===== config.mk =====
export PLATFORM = sky130hd
export DESIGN_NAME = double_ended_queue_with_reverse_top
export DESIGN_NICKNAME = d
export VERILOG_FILES = /design/src/rtl/deq_pkg.sv /design/src/rtl/deq_ram.sv /design/src/rtl/double_ended_queue_with_reverse_top.sv
export SDC_FILE = /design/constraint.sdc
export NUM_CORES = 2
export LEC_CHECK = 0
export BUFFER_PORTS_ARGS = -buffer_cell sky130_fd_sc_hd__buf_4
export CORE_ASPECT_RATIO = 1.1
export CORE_MARGIN = 10
export CORE_UTILIZATION = 50
export CTS_BUF_LIST = sky130_fd_sc_hd__clkbuf_8
export DETAILED_ROUTE_END_ITERATION = 10
export GPL_TIMING_DRIVEN = 0
export PLACE_DENSITY = 0.68
export SYNTH_ARGS = -nofsm -noshare
export SYNTH_HDL_FRONTEND = slang
export SYNTH_HIERARCHICAL = 1
export SYNTH_SLANG_ARGS = --single-unit

===== constraint.sdc =====
create_clock -name clk -period 5.6 [get_ports clk]
set_input_delay 0.84 -clock clk [delete_from_list [all_inputs] [get_ports clk]]
set_output_delay 0.84 -clock clk [all_outputs]
set_load 0.05 [all_outputs]

===== src/rtl/deq_pkg.sv =====
// shared types and constants for the double-ended queue block
// no dependencies; used by the top level, the checker and the testbench
`default_nettype none

package deq_pkg;

    localparam int DATA_W       = 32;
    localparam int KIND_W       = 3;
    localparam int STATUS_W     = 3;
    localparam int CAPACITY_DEF = 32;

    // command codes
    typedef enum logic [KIND_W-1:0] {
        KIND_PUSH_FRONT = 3'd0,
        KIND_PUSH_BACK  = 3'd1,
        KIND_POP_FRONT  = 3'd2,
        KIND_POP_BACK   = 3'd3,
        KIND_REVERSE    = 3'd4,
        KIND_LIST       = 3'd5
    } kind_t;

    // result status codes
    typedef enum logic [STATUS_W-1:0] {
        STATUS_DONE       = 3'd0,
        STATUS_UNDERFLOW  = 3'd1,
        STATUS_FULL       = 3'd2,
        STATUS_LISTED     = 3'd3,
        STATUS_LIST_EMPTY = 3'd4
    } status_t;

endpackage

`default_nettype wire


===== src/rtl/deq_ram.sv =====
// entry store of the queue: one write port, one read port, registered read data
// depends on nothing; sized by the top level
`default_nettype none

module deq_ram #(
    parameter int DEPTH = 32,
    parameter int AW    = 5,
    parameter int DW    = 32
) (
    input  wire logic          clk,
    input  wire logic          wr_en,
    input  wire logic [AW-1:0] wr_addr,
    input  wire logic [DW-1:0] wr_data,
    input  wire logic          rd_en,
    input  wire logic [AW-1:0] rd_addr,
    output logic      [DW-1:0] rd_data
);

    logic [DW-1:0] mem [DEPTH];
    logic [DW-1:0] rd_data_reg;

    always_ff @(posedge clk)
    begin
        if (wr_en)
        begin
            mem[wr_addr] <= wr_data;
        end
    end

    always_ff @(posedge clk)
    begin
        if (rd_en)
        begin
            rd_data_reg <= mem[rd_addr];
        end
    end

    assign rd_data = rd_data_reg;

endmodule

`default_nettype wire


===== src/rtl/double_ended_queue_with_reverse_top.sv =====
// top level of the bounded double-ended queue with constant-time reverse
// depends on deq_pkg and deq_ram
`default_nettype none

// usage
// - command channel: kind and value are taken at a rising edge with start high
//   and busy low; that edge is the transaction
// - result channel: valid marks one cycle of status, item and last; the
//   receiver takes every result, it cannot stall the block
// - push, reverse, failed pop (underflow), push on full, empty list: the single
//   result shows in the cycle after the transaction, busy stays low, so a new
//   command can follow in the next cycle
// - successful pop: the entry store has registered read data, so busy is
//   high for one cycle; the result goes through the store's read register, then the result register
// - list of n entries: busy is high while the entries are fetched, results
//   stream one per cycle behind the read and result registers, last marks the final one;
//   the memory read port fetches one entry per cycle
// - kinds 6 and 7 are dropped: no result, no state change
// - entries live in a ring in the store; head, count and the reversed flag
//   sit in flops; reverse just toggles the flag and every later push, pop and
//   list maps front/back through it
// - reset clears head, count, reversed and the sequencer; the store itself is
//   not cleared, only written entries are ever read
module double_ended_queue_with_reverse_top #(
    parameter int CAPACITY = deq_pkg::CAPACITY_DEF
) (
    input  wire logic                              clk,
    input  wire logic                              rst_n,
    input  wire logic                              start,
    output logic                                   busy,
    input  wire logic [deq_pkg::KIND_W-1:0]        kind,
    input  wire logic signed [deq_pkg::DATA_W-1:0] value,
    output logic                                   valid,
    output logic [deq_pkg::STATUS_W-1:0]           status,
    output logic signed [deq_pkg::DATA_W-1:0]      item,
    output logic                                   last
);

    localparam int IW = $clog2(CAPACITY);
    localparam int CW = $clog2(CAPACITY + 1);

    typedef enum logic [2:0] {
        ST_IDLE = 3'b001,
        ST_POP  = 3'b010,
        ST_LIST = 3'b100
    } state_t;

    // ring index arithmetic: base plus offset, wrapped once
    function automatic logic [IW-1:0] ring_add(input logic [IW-1:0] base,
                                               input logic [CW-1:0] off);
        logic [CW:0] sum;
        sum = (CW+1)'(base) + (CW+1)'(off);
        if (sum >= (CW+1)'(CAPACITY))
        begin
            sum = sum - (CW+1)'(CAPACITY);
        end
        return sum[IW-1:0];
    endfunction

    state_t            state_reg, state_next;
    logic [IW-1:0]     head_reg, head_next;
    logic [CW-1:0]     count_reg, count_next;
    logic              rev_reg, rev_next;
    logic [CW-1:0]     idx_reg, idx_next;

    logic                          valid_reg, valid_next;
    deq_pkg::status_t              status_reg, status_next;
    logic signed [deq_pkg::DATA_W-1:0] item_reg, item_next;
    logic                          last_reg, last_next;

    logic                          wr_en;
    logic [IW-1:0]                 wr_addr;
    logic [deq_pkg::DATA_W-1:0]    wr_data;
    logic                          rd_en;
    logic [IW-1:0]                 rd_addr;
    logic [deq_pkg::DATA_W-1:0]    rd_data;

    logic          is_full;
    logic          is_empty;
    logic          phys_front;
    logic [CW-1:0] list_off;

    assign is_full  = (count_reg == CW'(CAPACITY));
    assign is_empty = (count_reg == '0);

    deq_ram #(
        .DEPTH (CAPACITY),
        .AW    (IW),
        .DW    (deq_pkg::DATA_W)
    ) u_ram (
        .clk     (clk),
        .wr_en   (wr_en),
        .wr_addr (wr_addr),
        .wr_data (wr_data),
        .rd_en   (rd_en),
        .rd_addr (rd_addr),
        .rd_data (rd_data)
    );

    always_comb
    begin
        state_next  = state_reg;
        head_next   = head_reg;
        count_next  = count_reg;
        rev_next    = rev_reg;
        idx_next    = idx_reg;
        valid_next  = 1'b0;
        status_next = status_reg;
        item_next   = item_reg;
        last_next   = last_reg;
        wr_en       = 1'b0;
        wr_addr     = head_reg;
        wr_data     = value;
        rd_en       = 1'b0;
        rd_addr     = head_reg;
        phys_front  = 1'b0;
        list_off    = '0;

        unique case (state_reg)
            ST_IDLE:
            begin
                if (start)
                begin
                    case (kind)
                        deq_pkg::KIND_PUSH_FRONT, deq_pkg::KIND_PUSH_BACK:
                        begin
                            valid_next = 1'b1;
                            item_next  = '0;
                            last_next  = 1'b1;
                            // front in logical order maps to the physical end
                            // chosen by the reversed flag
                            phys_front = (kind == deq_pkg::KIND_PUSH_FRONT) ^ rev_reg;
                            if (is_full)
                            begin
                                status_next = deq_pkg::STATUS_FULL;
                            end
                            else
                            begin
                                status_next = deq_pkg::STATUS_DONE;
                                wr_en       = 1'b1;
                                count_next  = count_reg + 1'b1;
                                if (phys_front)
                                begin
                                    head_next = (head_reg == '0) ? IW'(CAPACITY - 1)
                                                                 : head_reg - 1'b1;
                                    wr_addr   = head_next;
                                end
                                else
                                begin
                                    wr_addr = ring_add(head_reg, count_reg);
                                end
                            end
                        end
                        deq_pkg::KIND_POP_FRONT, deq_pkg::KIND_POP_BACK:
                        begin
                            phys_front = (kind == deq_pkg::KIND_POP_FRONT) ^ rev_reg;
                            if (is_empty)
                            begin
                                valid_next  = 1'b1;
                                status_next = deq_pkg::STATUS_UNDERFLOW;
                                item_next   = '0;
                                last_next   = 1'b1;
                            end
                            else
                            begin
                                // fetch the entry; the pop state then registers it as the result
                                rd_en      = 1'b1;
                                count_next = count_reg - 1'b1;
                                state_next = ST_POP;
                                if (phys_front)
                                begin
                                    rd_addr   = head_reg;
                                    head_next = ring_add(head_reg, CW'(1));
                                end
                                else
                                begin
                                    rd_addr = ring_add(head_reg, count_reg - 1'b1);
                                end
                            end
                        end
                        deq_pkg::KIND_REVERSE:
                        begin
                            rev_next    = ~rev_reg;
                            valid_next  = 1'b1;
                            status_next = deq_pkg::STATUS_DONE;
                            item_next   = '0;
                            last_next   = 1'b1;
                        end
                        deq_pkg::KIND_LIST:
                        begin
                            if (is_empty)
                            begin
                                valid_next  = 1'b1;
                                status_next = deq_pkg::STATUS_LIST_EMPTY;
                                item_next   = '0;
                                last_next   = 1'b1;
                            end
                            else
                            begin
                                // first fetch goes out now, index 0 in logical order
                                list_off   = rev_reg ? count_reg - 1'b1 : '0;
                                rd_en      = 1'b1;
                                rd_addr    = ring_add(head_reg, list_off);
                                idx_next   = CW'(1);
                                last_next  = (count_reg == CW'(1));
                                state_next = ST_LIST;
                            end
                        end
                        default:
                        begin
                            // unused command codes are dropped
                            state_next = ST_IDLE;
                        end
                    endcase
                end
            end
            ST_POP:
            begin
                valid_next  = 1'b1;
                status_next = deq_pkg::STATUS_DONE;
                item_next   = rd_data;
                last_next   = 1'b1;
                state_next  = ST_IDLE;
            end
            ST_LIST:
            begin
                // emit the entry fetched last cycle, fetch the next one if any
                valid_next  = 1'b1;
                status_next = deq_pkg::STATUS_LISTED;
                item_next   = rd_data;
                last_next   = last_reg;
                if (idx_reg < count_reg)
                begin
                    list_off   = rev_reg ? count_reg - 1'b1 - idx_reg : idx_reg;
                    rd_en      = 1'b1;
                    rd_addr    = ring_add(head_reg, list_off);
                    idx_next   = idx_reg + 1'b1;
                    last_next  = (idx_reg == count_reg - 1'b1);
                end
                else
                begin
                    last_next  = 1'b1;
                    state_next = ST_IDLE;
                end
            end
            default:
            begin
                state_next = ST_IDLE;
            end
        endcase
    end

    // the pending-last flag for the list stream shares last_reg, so the
    // emitted last in the list state must come from the fetch bookkeeping
    always_ff @(posedge clk or negedge rst_n)
    begin
        if (!rst_n)
        begin
            state_reg <= ST_IDLE;
            head_reg  <= '0;
            count_reg <= '0;
            rev_reg   <= 1'b0;
            idx_reg   <= '0;
            valid_reg <= 1'b0;
        end
        else
        begin
            state_reg <= state_next;
            head_reg  <= head_next;
            count_reg <= count_next;
            rev_reg   <= rev_next;
            idx_reg   <= idx_next;
            valid_reg <= valid_next;
        end
    end

    // result payload and the list fetch-ahead flag
    logic fetch_last_reg, fetch_last_next;

    always_comb
    begin
        fetch_last_next = fetch_last_reg;
        if (state_reg == ST_IDLE)
        begin
            fetch_last_next = (count_reg == CW'(1));
        end
        else if (state_reg == ST_LIST && idx_reg < count_reg)
        begin
            fetch_last_next = (idx_reg == count_reg - 1'b1);
        end
    end

    always_ff @(posedge clk)
    begin
        fetch_last_reg <= fetch_last_next;
        status_reg     <= status_next;
        item_reg       <= item_next;
        if (state_reg == ST_LIST)
        begin
            // the entry going out now was fetched with this flag
            last_reg <= fetch_last_reg;
        end
        else
        begin
            last_reg <= last_next;
        end
    end

    assign busy   = (state_reg != ST_IDLE);
    assign valid  = valid_reg;
    assign status = status_reg;
    assign item   = item_reg;
    assign last   = last_reg;

endmodule

`default_nettype wire


==> flow_summary_export.csv <==
group,metric,value,unit
status,status,"complete, but fails checks",
status,violations,"capacitance limit",
worst_setup_path,regToRegStartpoint,"count_reg[1]",
yosys,synthCells,2709,
drt,totalWireLength,116,mm
clock_tree,cts.clk_slew.worst_paths,0.06,ns
floorplan,die_x,306,um
worst_setup_path,crit_slowest_cell,"or2_2",
timing,fin_ws,0.0837,ns
drt,dr_total_vias,25665,
floorplan,die_height,335,um
placed_design,globalplace.congestion,0.861,
floorplan,rows,115,
worst_hold_path,hp-class,"in -> reg",
flow_run,drv_cap,1,
timing,clock_skew,0.0563,ns
clock_tree,cts_made_buffers,170,
drt,antenna_left,0,
yosys,synthTopCellsByCount,"1093 x edfxtp_1, 521 x mux2i_1, 127 x a21oi_1",
timing,setup-tns-final,0,ns
yosys,syn-cell-area,45100,um^2
global_route,grt_max_degree,33,
timing,setup_viol,0,
final_layout,drive_gt1_frac,0.154,
yosys,async_flop_share,0.0197,
placed_design,pre_cts_ws,-0.666,ns
worst_setup_path,crit_arrival,6.14,ns
global_route,gr-total-overflow,0,
drt,first_iter_violations,2546,
yosys,synth_cell_types,59,
clock_tree,clock_sinks,1115,
drt,routedWlPerCell,26.8,um
yosys,synth-seq-area-share,0.740,
yosys,syn_nets,2788,
worst_setup_path,critPathKind,"reg -> reg",
timing,final-max-slew-violation-count,0,
clock_tree,cts_post_setup_buffers_inserted,0,
yosys,synth_area_per_cell,16.6,um^2
worst_setup_path,end_kind,"flip-flop",
final_layout,stdcell_count,4306,
drt,drt-pass1-iter-count,5,
worst_hold_path,min_from,"kind[0]",
drt,vias_per_cell,5.96,
global_route,grt_pass1_wl,168,mm
clock_tree,cts.htree.levels,4,
worst_setup_path,worst_path_dominant_cell_family,"simple AND/OR/NAND/NOR gates",
worst_setup_path,worst_ep_required_time,6.22,ns
yosys,synth-edff-count,1093,
final_layout,fillers,6783,
placed_design,place_inst,3988,
pwr,ir_drop,0.262,mV
timing,worst_slew_pin_slew,1.48,ns
yosys,synth_top_area_share,0.728,
timing,min_period,5.52,ns
floorplan,ios,76,
yosys,synth_warnings,6,
global_route,grt_pass1_vias,26077,
yosys,synth_flop_cell,"edfxtp_1",
clock_tree,root_buffer,"clkbuf_8",
worst_setup_path,cp-start-kind,"flip-flop",
worst_setup_path,crit_fanout,10,
yosys,yosysTopAreaCell,"edfxtp_1",
final_layout,syn_to_final_growth,14.1,%
timing,fmax,181,MHz
yosys,synth_area_leaders,"edfxtp_1 73%, mux2i_1 12%, a22oi_1 1.6%",
pwr,p_leak,18.7,nW
drt,drc_errors,0,
clock_tree,cts_tree,"done",
timing,relSlewSlack,0.0119,
yosys,ys_seq_elements,1115,
floorplan,dieArea,103000,um^2
worst_setup_path,path_cells,"inv_1 > ha_1 > clkbuf_2 > xor2_2 > ha_1 > nand2b_1 > nand3_1 > o21ai_0 > ha_1 > a21o_1 > a21oi_1 > xor2_1 > xnor2_1 > mux2i_1 > nand3_1 > or2_2 > clkbuf_2 > nor3_1 > a31oi_1 > nand3_1",
clock_tree,insertion_delay,0.86,ns
timing,min_period_over_period,0.985,
final_layout,fin_nets,3069,
placed_design,numPortBuffers,75,
timing,hold_viol,0,
worst_setup_path,worst-path-buf-inv,3,
global_route,antenna_found_initial,5,
clock_tree,cts_buffer_depth,3,
final_layout,largest_reg_flops,1024,
yosys,yosysMostFrequentCell,"edfxtp_1",
placed_design,dpl.hpwl,79.2,mm
floorplan,core,89500,um^2
global_route,grt_usage,0.222,
worst_setup_path,crit_path_max_incr_delay,0.53,ns
worst_setup_path,cp-startpoint,"count_reg[1]",
pwr,p_per_area,481,nW/um^2
floorplan,initial_core_util,0.504,
final cells by class:
cell class | count | area, um^2 | area share
Multi-Input combinational cell | 1420 | 11100 | 0.215
Tap cell | 1170 | 1460 | 0.0284
Clock buffer | 170 | 2340 | 0.0455
Sequential cell | 1115 | 33400 | 0.649
Timing Repair Buffer | 110 | 1410 | 0.0274
Antenna cell | 4 | 10.0 | 0.000195
Inverter | 28 | 105 | 0.00204
Clock inverter | 144 | 817 | 0.0159
Buffer | 145 | 857 | 0.0167
logic make-up (layout without fill, tap and decap cells):
kind of cell / after synthesis / count (layout) / share of synthesized area
simple gates: 429 / 429 / 0.0461
fa+ha+maj: 41 / 41 / 0.0122
xor+xnor: 33 / 33 / 0.00674
compound gates: 393 / 393 / 0.0575
mux: 524 / 524 / 0.116
flops: 1115 / 1115 / 0.740
other cells: 0 / 4 / 0
buf+inv: 174 / 597 / 0.0210
metal layers:
layer  routed length, um  up-vias  global-route usage
met2               56400     1209               0.368
met4                3900        0              0.0922
met1               45800    13008               0.288
li1                    -    11210                   -
met5                   0        -                   0
met3                9380      238              0.0390
per-stage QoR:
step,area (um^2),utilization,power (W),hold WS [ns]
after detailed placement,48200,0.539,0.0185,0.501
after global routing,51500,0.575,0.0257,0.353
after floorplan,45100,-,0.0153,0.495
final,51500,0.575,0.0247,0.371
after CTS,51400,0.575,0.0247,0.300
after global placement,47100,0.527,0.0182,0.512
layout by cell type, fill, tap and decap left out, drive strengths merged, types with 3 or more instances in the layout:
cell type and instances:
a211oi 3, a21o 9, a21oi 129, a22o 65, a22oi 97, a31oi 38
and2 39, and3 3, buf 197, bufinv 3, clkbuf 227, clkinv 76
dfrtp 21, diode 4, edfxtp 1093, fa 5, ha 36, inv 92
mux2 3, mux2i 521, nand2 127, nand2b 5, nand3 112, nand3b 5
nand4 7, nor2 66, nor2b 7, nor3 43, nor3b 5, o211ai 3
o21ai 38, or3b 3, xnor2 17, xor2 16
worst reg2reg max path, stage by stage (launching register included):
cell and delay (ns):
dfrtp_1 0.41, inv_1 0.26, ha_1 0.20, clkbuf_2 0.20, xor2_2 0.30, ha_1 0.33, nand2b_1 0.16, nand3_1 0.08
o21ai_0 0.11, ha_1 0.35, a21o_1 0.17, a21oi_1 0.20, xor2_1 0.19, xnor2_1 0.15, mux2i_1 0.23, nand3_1 0.25
or2_2 0.54, clkbuf_2 0.31, nor3_1 0.43, a31oi_1 0.14, nand3_1 0.28
worst paths after layout:
check / end / slack, ns / depth (start not counted)
max: u_ram/rd_data[4] / 0.08 / 20
min: rev_reg / 0.37 / 3
max reg2reg: u_ram/rd_data[4] / 0.08 / 20
min reg2reg: item[1] / 0.51 / 1
max in group asynchronous: state_reg[0] / 4.85 / 2
min in group asynchronous: idx_reg[0] / 0.45 / 2
what timing repair did:
item | 4_1_cts | 5_1_grt
gates resized for setup | 17 | 9
hold buffers | 1 | 0
endpoints found under the hold margin | 21 | 0
setup endpoints to repair | 32 | 32
power breakdown:
group	internal (W)	total (W)	switching (W)
logic	0.00306	0.00888	0.00582
clock network	0.00304	0.00622	0.00318
registers	0.00952	0.00965	0.000133
(Power assumes the default switching activity.)
